==> src/f2fx_pkg.sv <==
// Package for the float to fixed-point converter.
// Holds the shared widths, register indexes and the configuration struct.
package f2fx_pkg;

    localparam int MAX_WIDTH = 32;
    localparam int FX_W      = 32;
    localparam int FLT_W     = 32;
    localparam int CFG_W     = 6;
    localparam int IDX_W     = 2;
    localparam int K_W       = 10;

    typedef enum logic [IDX_W-1:0] {
        REG_SIGNED_MODE  = 2'd0,
        REG_INTEGER_BITS = 2'd1,
        REG_WIDTH_BITS   = 2'd2
    } t_reg_idx;

    typedef struct packed {
        logic             signed_mode;
        logic [CFG_W-1:0] integer_bits;
        logic [CFG_W-1:0] width_bits;
    } t_cfg;

endpackage

==> src/f2fx_core.sv <==
// Combinational conversion of one single-precision value to fixed point.
// Depends on f2fx_pkg for widths and the configuration struct.
module f2fx_core
    import f2fx_pkg::*;
(
    input  t_cfg             i_cfg,
    input  logic [FLT_W-1:0] i_value_bits,
    output logic [FX_W-1:0]  o_fixed_value,
    output logic             o_overflow
);

    logic             neg;
    logic [7:0]       e8;
    logic [23:0]      man;
    logic [CFG_W-1:0] w;
    logic [CFG_W-1:0] magbits;
    logic signed [K_W-1:0] frac;
    logic signed [K_W-1:0] k;
    logic [56:0]      mag;
    logic [4:0]       rsh;
    logic [24:0]      rmag;
    logic             ovf;
    logic [FX_W-1:0]  val;
    logic [FX_W-1:0]  mask;

    always_comb begin
        neg = i_value_bits[31];
        e8  = i_value_bits[30:23];
        man = {(e8 != 8'd0), i_value_bits[22:0]};

        if (i_cfg.width_bits == '0) begin
            w = CFG_W'(1);
        end else if (i_cfg.width_bits > CFG_W'(MAX_WIDTH)) begin
            w = CFG_W'(MAX_WIDTH);
        end else begin
            w = i_cfg.width_bits;
        end
        magbits = w - CFG_W'(i_cfg.signed_mode);
        frac    = $signed(K_W'(w)) - $signed(K_W'(i_cfg.integer_bits))
                  - $signed(K_W'(i_cfg.signed_mode));
        k = $signed(K_W'((e8 == 8'd0) ? 8'd1 : e8)) - $signed(K_W'(150)) + frac;

        rsh  = '0;
        rmag = '0;
        ovf  = 1'b0;
        if (k >= 0) begin
            if (k > $signed(K_W'(32))) begin
                mag = '0;
                ovf = (man != '0);
            end else begin
                mag = {33'd0, man} << k[5:0];
            end
        end else begin
            if (-k > $signed(K_W'(25))) begin
                mag = '0;
            end else begin
                rsh  = 5'(-k);
                rmag = 25'(man >> rsh) + 25'((man >> (rsh - 5'd1)) & 24'd1);
                mag  = {32'd0, rmag};
            end
        end
        if ((mag >> magbits) != '0) ovf = 1'b1;
        if (e8 == 8'hFF || magbits == '0) ovf = 1'b1;

        val = mag[FX_W-1:0];
        if (i_cfg.signed_mode && neg) val = (~val) + FX_W'(1);
        mask = {FX_W{1'b1}} >> (CFG_W'(FX_W) - w);

        o_overflow    = ovf;
        o_fixed_value = ovf ? '0 : (val & mask);
    end

endmodule

==> src/float_to_fixed_converter_top.sv <==
// Top level of the float to fixed-point converter: channels, config, pipeline.
// Depends on f2fx_pkg and f2fx_core.
//
// Usage:
//   Input stream (i_s_*): tdata carries one IEEE-754 single value per transfer.
//   Output stream (o_m_*): tdata carries the fixed-point result in its low
//   width bits; tuser is the overflow flag (then tdata is zero).
//   Config channel: i_cfg_valid/o_cfg_ready with i_cfg_index (0 signed_mode,
//   1 integer_bits, 2 width_bits) and i_cfg_data; write only while idle.
// Path: an input transfer passes the input register, the conversion logic
// and the result register before the result is valid.
// Throughput: one item per cycle while tready is high; the conversion is a
// single pass of shift, round and negate between the two registers.
// Reset (synchronous, active low): both stages empty, registers back to
// signed_mode 1, integer_bits 7, width_bits 16.
// Stall: when the receiver holds tready low the result stays put, the input
// register keeps one more item and tready on the input side drops.
module float_to_fixed_converter_top
    import f2fx_pkg::*;
(
    input  logic             i_clk,
    input  logic             i_rst_n,
    input  logic             i_s_tvalid,
    output logic             o_s_tready,
    input  logic [FLT_W-1:0] i_s_tdata,   // [31:0] value_bits
    output logic             o_m_tvalid,
    input  logic             i_m_tready,
    output logic [FX_W-1:0]  o_m_tdata,   // [31:0] fixed_value
    output logic             o_m_tuser,   // [0] overflow
    input  logic             i_cfg_valid,
    output logic             o_cfg_ready,
    input  logic [IDX_W-1:0] i_cfg_index,
    input  logic [CFG_W-1:0] i_cfg_data
);

    t_cfg             r_cfg;
    logic             r_v1;
    logic [FLT_W-1:0] r_in;
    logic             r_v2;
    logic [FX_W-1:0]  r_out;
    logic             r_ovf;
    logic             adv2;
    logic [FX_W-1:0]  conv_val;
    logic             conv_ovf;

    assign o_cfg_ready = 1'b1;
    assign adv2        = !r_v2 || i_m_tready;
    assign o_s_tready  = !r_v1 || adv2;
    assign o_m_tvalid  = r_v2;
    assign o_m_tdata   = r_out;
    assign o_m_tuser   = r_ovf;

    always_ff @(posedge i_clk) begin
        if (!i_rst_n) begin
            r_cfg.signed_mode  <= 1'b1;
            r_cfg.integer_bits <= CFG_W'(7);
            r_cfg.width_bits   <= CFG_W'(16);
        end else if (i_cfg_valid) begin
            case (i_cfg_index)
                REG_SIGNED_MODE:  r_cfg.signed_mode  <= i_cfg_data[0];
                REG_INTEGER_BITS: r_cfg.integer_bits <= i_cfg_data;
                REG_WIDTH_BITS:   r_cfg.width_bits   <= i_cfg_data;
                default: ;
            endcase
        end
    end

    always_ff @(posedge i_clk) begin
        if (!i_rst_n) begin
            r_v1 <= 1'b0;
            r_v2 <= 1'b0;
        end else begin
            if (o_s_tready) r_v1 <= i_s_tvalid;
            if (adv2)       r_v2 <= r_v1;
        end
    end

    always_ff @(posedge i_clk) begin
        if (o_s_tready) r_in <= i_s_tdata;
        if (adv2) begin
            r_out <= conv_val;
            r_ovf <= conv_ovf;
        end
    end

    f2fx_core u_core (
        .i_cfg         (r_cfg),
        .i_value_bits  (r_in),
        .o_fixed_value (conv_val),
        .o_overflow    (conv_ovf)
    );

    a_ovf_zero: assert property (@(posedge i_clk) disable iff (!i_rst_n)
        (r_v2 && r_ovf) |-> (r_out == '0))
        else $error("overflow result with nonzero data");

    a_hold_in: assert property (@(posedge i_clk) disable iff (!i_rst_n)
        (r_v1 && !adv2) |=> (r_v1 && $stable(r_in)))
        else $error("input stage lost an item under stall");

    a_move: assert property (@(posedge i_clk) disable iff (!i_rst_n)
        (r_v1 && adv2) |=> r_v2)
        else $error("item not moved to result stage");

endmodule
==> config.mk <==
export PLATFORM = sky130hd
export DESIGN_NAME = float_to_fixed_converter_top
export DESIGN_NICKNAME = d
export VERILOG_FILES = /design/src/f2fx_pkg.sv /design/src/f2fx_core.sv /design/src/float_to_fixed_converter_top.sv
export SDC_FILE = /design/constraint.sdc
export NUM_CORES = 1
export LEC_CHECK = 0
export BUFFER_PORTS_ARGS = -buffer_cell sky130_fd_sc_hd__buf_2
export CAP_MARGIN = 40
export CORE_ASPECT_RATIO = 0.5
export CORE_MARGIN = 4
export CORE_UTILIZATION = 35
export DETAILED_ROUTE_END_ITERATION = 7
export GPL_ROUTABILITY_DRIVEN = 0
export PLACE_DENSITY = 0.55
export SYNTH_ARGS = -nofsm -noshare
export SYNTH_HDL_FRONTEND = slang
export SYNTH_HIERARCHICAL = 1
export SYNTH_SLANG_ARGS = --single-unit
==> constraint.sdc <==
create_clock -name i_clk -period 7.53 [get_ports i_clk]
set_input_delay 0.3765 -clock i_clk [delete_from_list [all_inputs] [get_ports i_clk]]
set_output_delay 0.3765 -clock i_clk [all_outputs]
set_load 0.05 [all_outputs]
==> results.tsv, run 1 <==
stage	metric	value	unit
timing	Hold Vio Cnt, Final	0	
layout	# fillers	3550	
layout	share of cells above drive strength 1	27.3	%
global_routing	vias in the first global route	12347	
yosys	Post-synth EDFFs	65	
layout	area of the multi-input gates	10000	um^2
timing	Setup Viol. Count Final	0	
die	die width	276	um
cts	CTS clk-pin slew, worst paths	70	ps
global_routing	largest net degree at the start of global routing	43	
critical_path	worst-path maximum fanout	13	
critical_path	CP endpoint kind	flop	
detailed_routing	drt total wl	51.2	mm
yosys	Seq/Total Area, Yosys	18.0	%
cts	CTS hold repair buffers	0	
yosys	area share of the largest cell type after synthesis	15.6	%
yosys	Cell variety after synth	109	
critical_path	critical path class	reg2reg	
run	max-capacitance violation count	0	
detailed_routing	router iterations before antenna repair	8	
power	Lkg Pwr	6.03	nW
critical_path	Top delay family on crit path	simple AND/OR/NAND/NOR gates	
timing	Final period util	97.2	%
timing	Min Hold Slack	176	ps
die	Die Area	39100	um^2
critical_path	WP buf/inv	8	
die	starting density of the core	35.9	%
layout	commonest non-fill, non-tap cells in the layout	169 x buf_4, 140 x nand2_1, 118 x nor2_1	
critical_path	crit-path max cell delay	610	ps
yosys	syn avg cell area	8.10	um^2
yosys	#FFs+latches synth	80	
cts	H-tree depth	3	
power	PwrDens	491	nW/um^2
critical_path	Critical Path RT	7720	ps
placed_design	cell count after placement	2131	
power	Power Total	7.58	mW
layout	NumNets Final	1795	
timing	final worst path period need	7320	ps
run_status	status	finished, violations left	
yosys	asr flop ratio synth	0	%
layout	non-filler instance count after layout	2193	
layout	register area	2250	um^2
cts	CTS Root Cell	clkbuf_16	
timing	final setup TNS	0	ps
yosys	post-synthesis net count	1629	
detailed_routing	drt first-iter violations	1808	
die	chip height	142	um
detailed_routing	per-cell routed wire length	23.3	um
global_routing	global-route wire length before repair	75.3	mm
cts	CTS Buf Count	9	
cts	Sink Count	80	
global_routing	total gr overflow	0	
timing	max_slew headroom	41.0	%
placed_design	port bufs	79	
yosys	top cells by area, synth	edfxtp_1 16%, mux4_2 7.0%, mux2i_1 6.9%	
critical_path	CP Data Arrival Time	7510	ps
layout	Antenna diodes	0	
power	peak supply drop	0.230	mV
layout	most common cell after layout, fill and taps aside	buf_4	
timing	RSZ-0062 raised after global routing	yes	
global_routing	initial antenna violation count	0	
cts	CTS max path bufs	2	
cts	clock latency on the worst-skew pair	370	ps
timing	Fin Clk Skew	11.1	ps
worst_hold_path	Hold Path Class	in2reg	
die	area of the core	34900	um^2
critical_path	startpoint types	flop	
yosys	Gate Count Post-Synth	1547	
yosys	Most used DFF post-synth	edfxtp_1	
timing	Slew Viols, Final	0	
die	# IOs	81	
critical_path	Critical-path top delay cell	fa_2	
detailed_routing	number of routed nets with antenna violations	0	
die	num rows	48	
layout	final core utilization	44.2	%
placed_design	Detailed Place HPWL	39.5	mm
detailed_routing	Vias	13837	
run_status	failing checks	DRC	
timing	worst slew pin tran	871	ps
detailed_routing	DRC Markers	8	
yosys	synth warn	6	
cts	CTS tree	yes	
layout	Area Overhead vs Synth	23.3	%
timing	maximum clock frequency	0.137	GHz
global_routing	GR Util All Layers	24.8	%
yosys	area leader, netlist	edfxtp_1	
detailed_routing	routed vias/inst	6.31	
yosys	synthesized area	12500	um^2
[final timing paths]
kind,from,end,slack (ps),cells after the start
worst min register to register,r_v1,o_m_tvalid,460,1
worst max register to register,r_cfg[1],o_m_tdata[31],210,29
worst max-delay path,r_cfg[1],o_m_tdata[31],210,29
worst min-delay path,i_s_tdata[29],r_in[29],180,1
[what timing repair did]
item,in CTS,in global routing
gates cloned,1,6
hold endpoints to repair,0,0
gates resized for setup,12,87
setup buffers,0,39
pin swaps,0,36
endpoints found under the setup margin,32,33
[routing by layer]
metal  share of wire, %  GRT usage [%]  wire length (um)
met5                  0              0                 0
met4                3.7           7.86              1880
met3                 12           7.15              6290
met2                 40           35.0             20600
met1                 44           36.1             22400
[worst reg2reg max path, delay by kind of cell, from the launching register on]
family | cells | cell delay [ps]
AND/OR/NAND/NOR | 10 | 2200
multiplexers | 3 | 1540
adder cells (fa/ha/maj) | 4 | 1450
buffers and inverters | 8 | 970
AO/OA/AOI/OAI | 4 | 660
flip-flops | 1 | 330
[flip-flops by register name, indices dropped and copies added (netlist names)]
| signal | cells |
|---|---|
| r_in | 32 |
| o_m_tvalid | 1 |
| o_m_tuser | 1 |
| r_cfg | 13 |
| o_m_tdata | 32 |
| r_v1 | 1 |
[kinds of logic (layout without fill, tap and decap cells)]
group | after synthesis | count (layout) | share of synthesized area, %
xor+xnor | 73 | 73 | 5.57
mux | 154 | 154 | 16.6
flops | 80 | 80 | 18.0
compound gates | 457 | 457 | 26.1
other cells | 1 | 1 | 0.0299
simple gates | 572 | 572 | 23.7
fa+ha+maj | 37 | 37 | 3.82
buf+inv | 173 | 344 | 6.27
[power breakdown]
group / switching [mW] / total (mW) / leakage [nW] / internal (mW)
registers: 0.0282 / 0.535 / 0.850 / 0.507
logic: 3.97 / 6.58 / 5.03 / 2.61
clock network: 0.206 / 0.464 / 0.150 / 0.258
[synthesized netlist by cell type (28+ instances only)]
| cell type | count |
|---|---|
| nor2_1 | 121 |
| xnor2_1 | 41 |
| ha_1 | 35 |
| o211ai_1 | 31 |
| clkbuf_1 | 62 |
| a21oi_1 | 92 |
| nand2_1 | 140 |
| mux2i_1 | 86 |
| buf_2 | 28 |
| edfxtp_1 | 65 |
| nor4_1 | 31 |
| o21ai_0 | 61 |
| mux4_2 | 39 |
| nor3_1 | 66 |
| nand3_1 | 59 |
| inv_1 | 56 |
[cell type report]
| type | count | area share (%) |
|---|---|---|
| clock buffer | 11 | 1.71 |
| clock inverter | 5 | 0.292 |
| timing repair buffer | 272 | 13.2 |
| sequential | 80 | 14.6 |
| tap | 475 | 3.85 |
| inverter | 56 | 1.36 |
| multi-input combinational | 1294 | 65.0 |
[metrics by stage]
stage          cell area [um^2]  worst slack, ps
2_1_floorplan             12600             10.3
3_3_place_gp              14200             -205
3_5_place_dp              14200             -355
4_1_cts                   14600             16.5
5_1_grt                   15400            -96.7
6_report                  15400              212
Power figures use the tool's default switching activity.
==> inputs of run 2 (changes only) <==
Settings changed: PLACE_DENSITY 0.55 to unset.
==> run 2 against run 1 <==
  * The flow now finishes without violations
  * Routed wire length down 3.7%
  * Clock power about the same
  * Die area unchanged
  * Final area down 0.52%
  * Worst setup slack better by 95 ps
  * Combinational power down 3%
==> results.tsv, run 2 (synthesized netlist as in run 1, its figures left out) <==
stage	metric	value	unit	change
run_status	status	complete, no violations		
layout	# fillers	3494		-1.6%
timing	max_slew headroom	36.7	%	-4.4 points
timing	Slew Viols, Final	0		unchanged
layout	Area Overhead vs Synth	22.6	%	
layout	Antenna diodes	0		unchanged
power	combinational power share	86.5	%	-0.3 points
detailed_routing	drt total wl	49.3	mm	-3.7%
critical_path	critical path class	reg2reg		
placed_design	Detailed Place HPWL	38.7	mm	-2.0%
cts	CTS Buf Count	9		unchanged
placed_design	Post-Place Worst Slack	-124	ps	+231 ps
cts	CTS hold repair buffers	0		unchanged
cts	clock latency on the worst-skew pair	360	ps	about the same
layout	commonest non-fill, non-tap cells in the layout	167 x buf_4, 140 x nand2_1, 119 x nor2_1		
layout	most common cell after layout, fill and taps aside	buf_4		
detailed_routing	Vias	13904		+0.48%
placed_design	cell count after placement	2147		+0.75%
die	area of the core	34900	um^2	unchanged
cts	Sink Count	80		unchanged
power	internal power	3.26	mW	-3.3%
power	Lkg Pwr	6.03	nW	about the same
timing	final worst path period need	7220	ps	-95.2 ps
detailed_routing	routed vias/inst	6.36		+0.85%
die	num rows	48		unchanged
power	PwrDens	481	nW/um^2	-2.0%
detailed_routing	router iterations before antenna repair	8		unchanged
critical_path	Critical-path top delay cell	fa_2		
timing	worst slew pin tran	941	ps	+70.7 ps
power	Flop pwr share	7.3	%	+0.2 points
cts	CTS max path bufs	2		unchanged
timing	Setup Viol. Count Final	0		unchanged
cts	H-tree depth	3		unchanged
critical_path	startpoint types	flop		
global_routing	global-route wire length before repair	74.3	mm	-1.3%
critical_path	Worst Reg-to-Reg Cells	30		+3.4%
detailed_routing	drt first-iter violations	1883		+4.1%
critical_path	Critical Path RT	7640	ps	-80 ps
global_routing	vias in the first global route	12300		-0.38%
critical_path	CP endpoint kind	flop		
run	max-capacitance violation count	0		unchanged
cts	CTS tree	yes		
worst_hold_path	Hold Crit Depth	1		unchanged
power	peak supply drop	0.195	mV	-15%
detailed_routing	number of routed nets with antenna violations	0		unchanged
layout	NumNets Final	1787		-0.45%
timing	maximum clock frequency	0.138	GHz	+1.3%
layout	non-filler instance count after layout	2185		-0.36%
power	power share of the clock group	6.3	%	+0.2 points
global_routing	total gr overflow	0		unchanged
cts	CTS Root Cell	clkbuf_16		
placed_design	port bufs	79		unchanged
power	Power Total	7.39	mW	-2.5%
timing	Final period util	95.9	%	-1.3 points
global_routing	largest net degree at the start of global routing	42		-2.3%
critical_path	worst-path maximum fanout	11		-2
die	starting density of the core	35.9	%	unchanged
layout	share of cells above drive strength 1	27.0	%	-0.34 points
timing	Min Hold Slack	185	ps	+8.97 ps
detailed_routing	DRC Markers	0		-8
worst_hold_path	Hold Path Class	in2reg		
critical_path	CP Data Arrival Time	7340	ps	-170 ps
detailed_routing	per-cell routed wire length	22.6	um	-3.4%
critical_path	crit-path max cell delay	650	ps	+40 ps
critical_path	CP dominant cell by count	buf_4		
die	Die Area	39100	um^2	unchanged
timing	fin worst setup slack	307	ps	+95.2 ps
global_routing	initial antenna violation count	2		+2
global_routing	GR Util All Layers	24.2	%	-0.57 points
die	chip height	142	um	unchanged
layout	final core utilization	44.0	%	-0.23 points
timing	Hold Vio Cnt, Final	0		unchanged
die	die width	276	um	unchanged
die	# IOs	81		unchanged
timing	Fin Clk Skew	8.18	ps	-2.88 ps
power	Sw Share	55.8	%	+0.38 points
cts	CTS clk-pin slew, worst paths	60	ps	about the same
layout	register area	2250	um^2	about the same
power	Sw Pwr	4.13	mW	-1.8%
layout	area of the multi-input gates	10100	um^2	+0.37%
[run 2: layout make-up]
type	instances	area share (%)
Inverter	56	1.37
Multi-Input combinational cell	1295	65.6
Clock buffer	12	1.82
Sequential cell	80	14.7
Clock inverter	4	0.204
Timing Repair Buffer	263	12.5
Tap cell	475	3.87
[run 2: metrics by stage]
step / setup TNS, ps / cell area [um^2]
3_3_place_gp: 0 / 14300
4_1_cts: 0 / 14700
6_report: 0 / 15400
3_5_place_dp: -124 / 14300
5_1_grt: -318 / 15400
2_1_floorplan: 0 / 12600
[run 2: timing repair]
action / CTS / global route
pin swaps: 0 / 25
resized for setup: 3 / 100
setup buffers: 0 / 17
gates cloned: 0 / 5
setup endpoints to repair: 2 / 33
[run 2: path summary, 6_finish.rpt]
kind	from	to	slack [ps]
setup / recovery	r_in[28]	o_m_tdata[27]	310
hold / removal	i_s_tdata[3]	r_in[3]	180
setup reg to reg	r_in[28]	o_m_tdata[27]	310
hold reg to reg	r_v1	o_m_tvalid	460
[run 2: power groups by stage]
| stage | Clock (mW) | Combinational, mW | Sequential [mW] |
|---|---|---|---|
| 4_1_cts | 0.480 | 5.76 | 0.535 |
| 3_3_place_gp | 0 | 5.73 | 0.545 |
| 3_5_place_dp | 0 | 5.73 | 0.545 |
| 2_1_floorplan | 0 | 3.87 | 0.584 |
| 5_1_grt | 0.501 | 6.76 | 0.540 |
| 6_report | 0.463 | 6.39 | 0.536 |
[run 2: per-layer routing]
metal	up-vias	GRT usage, %	wire, um
met3	121	6.51	5920
met2	848	34.1	19900
li1	6356	-	-
met1	6575	35.7	21700
met4	4	7.80	1750
met5	-	0	21
[run 2: critical path, delay by kind of cell, from the launching register on]
family	cells	cell delay [ps]
and+or+nand+nor	9	2070
adders and majority gates	4	1320
DFF	1	470
xor gates and xnor gates	1	290
buffers and inverters	9	1390
AOI/OAI and AO/OA	7	1400
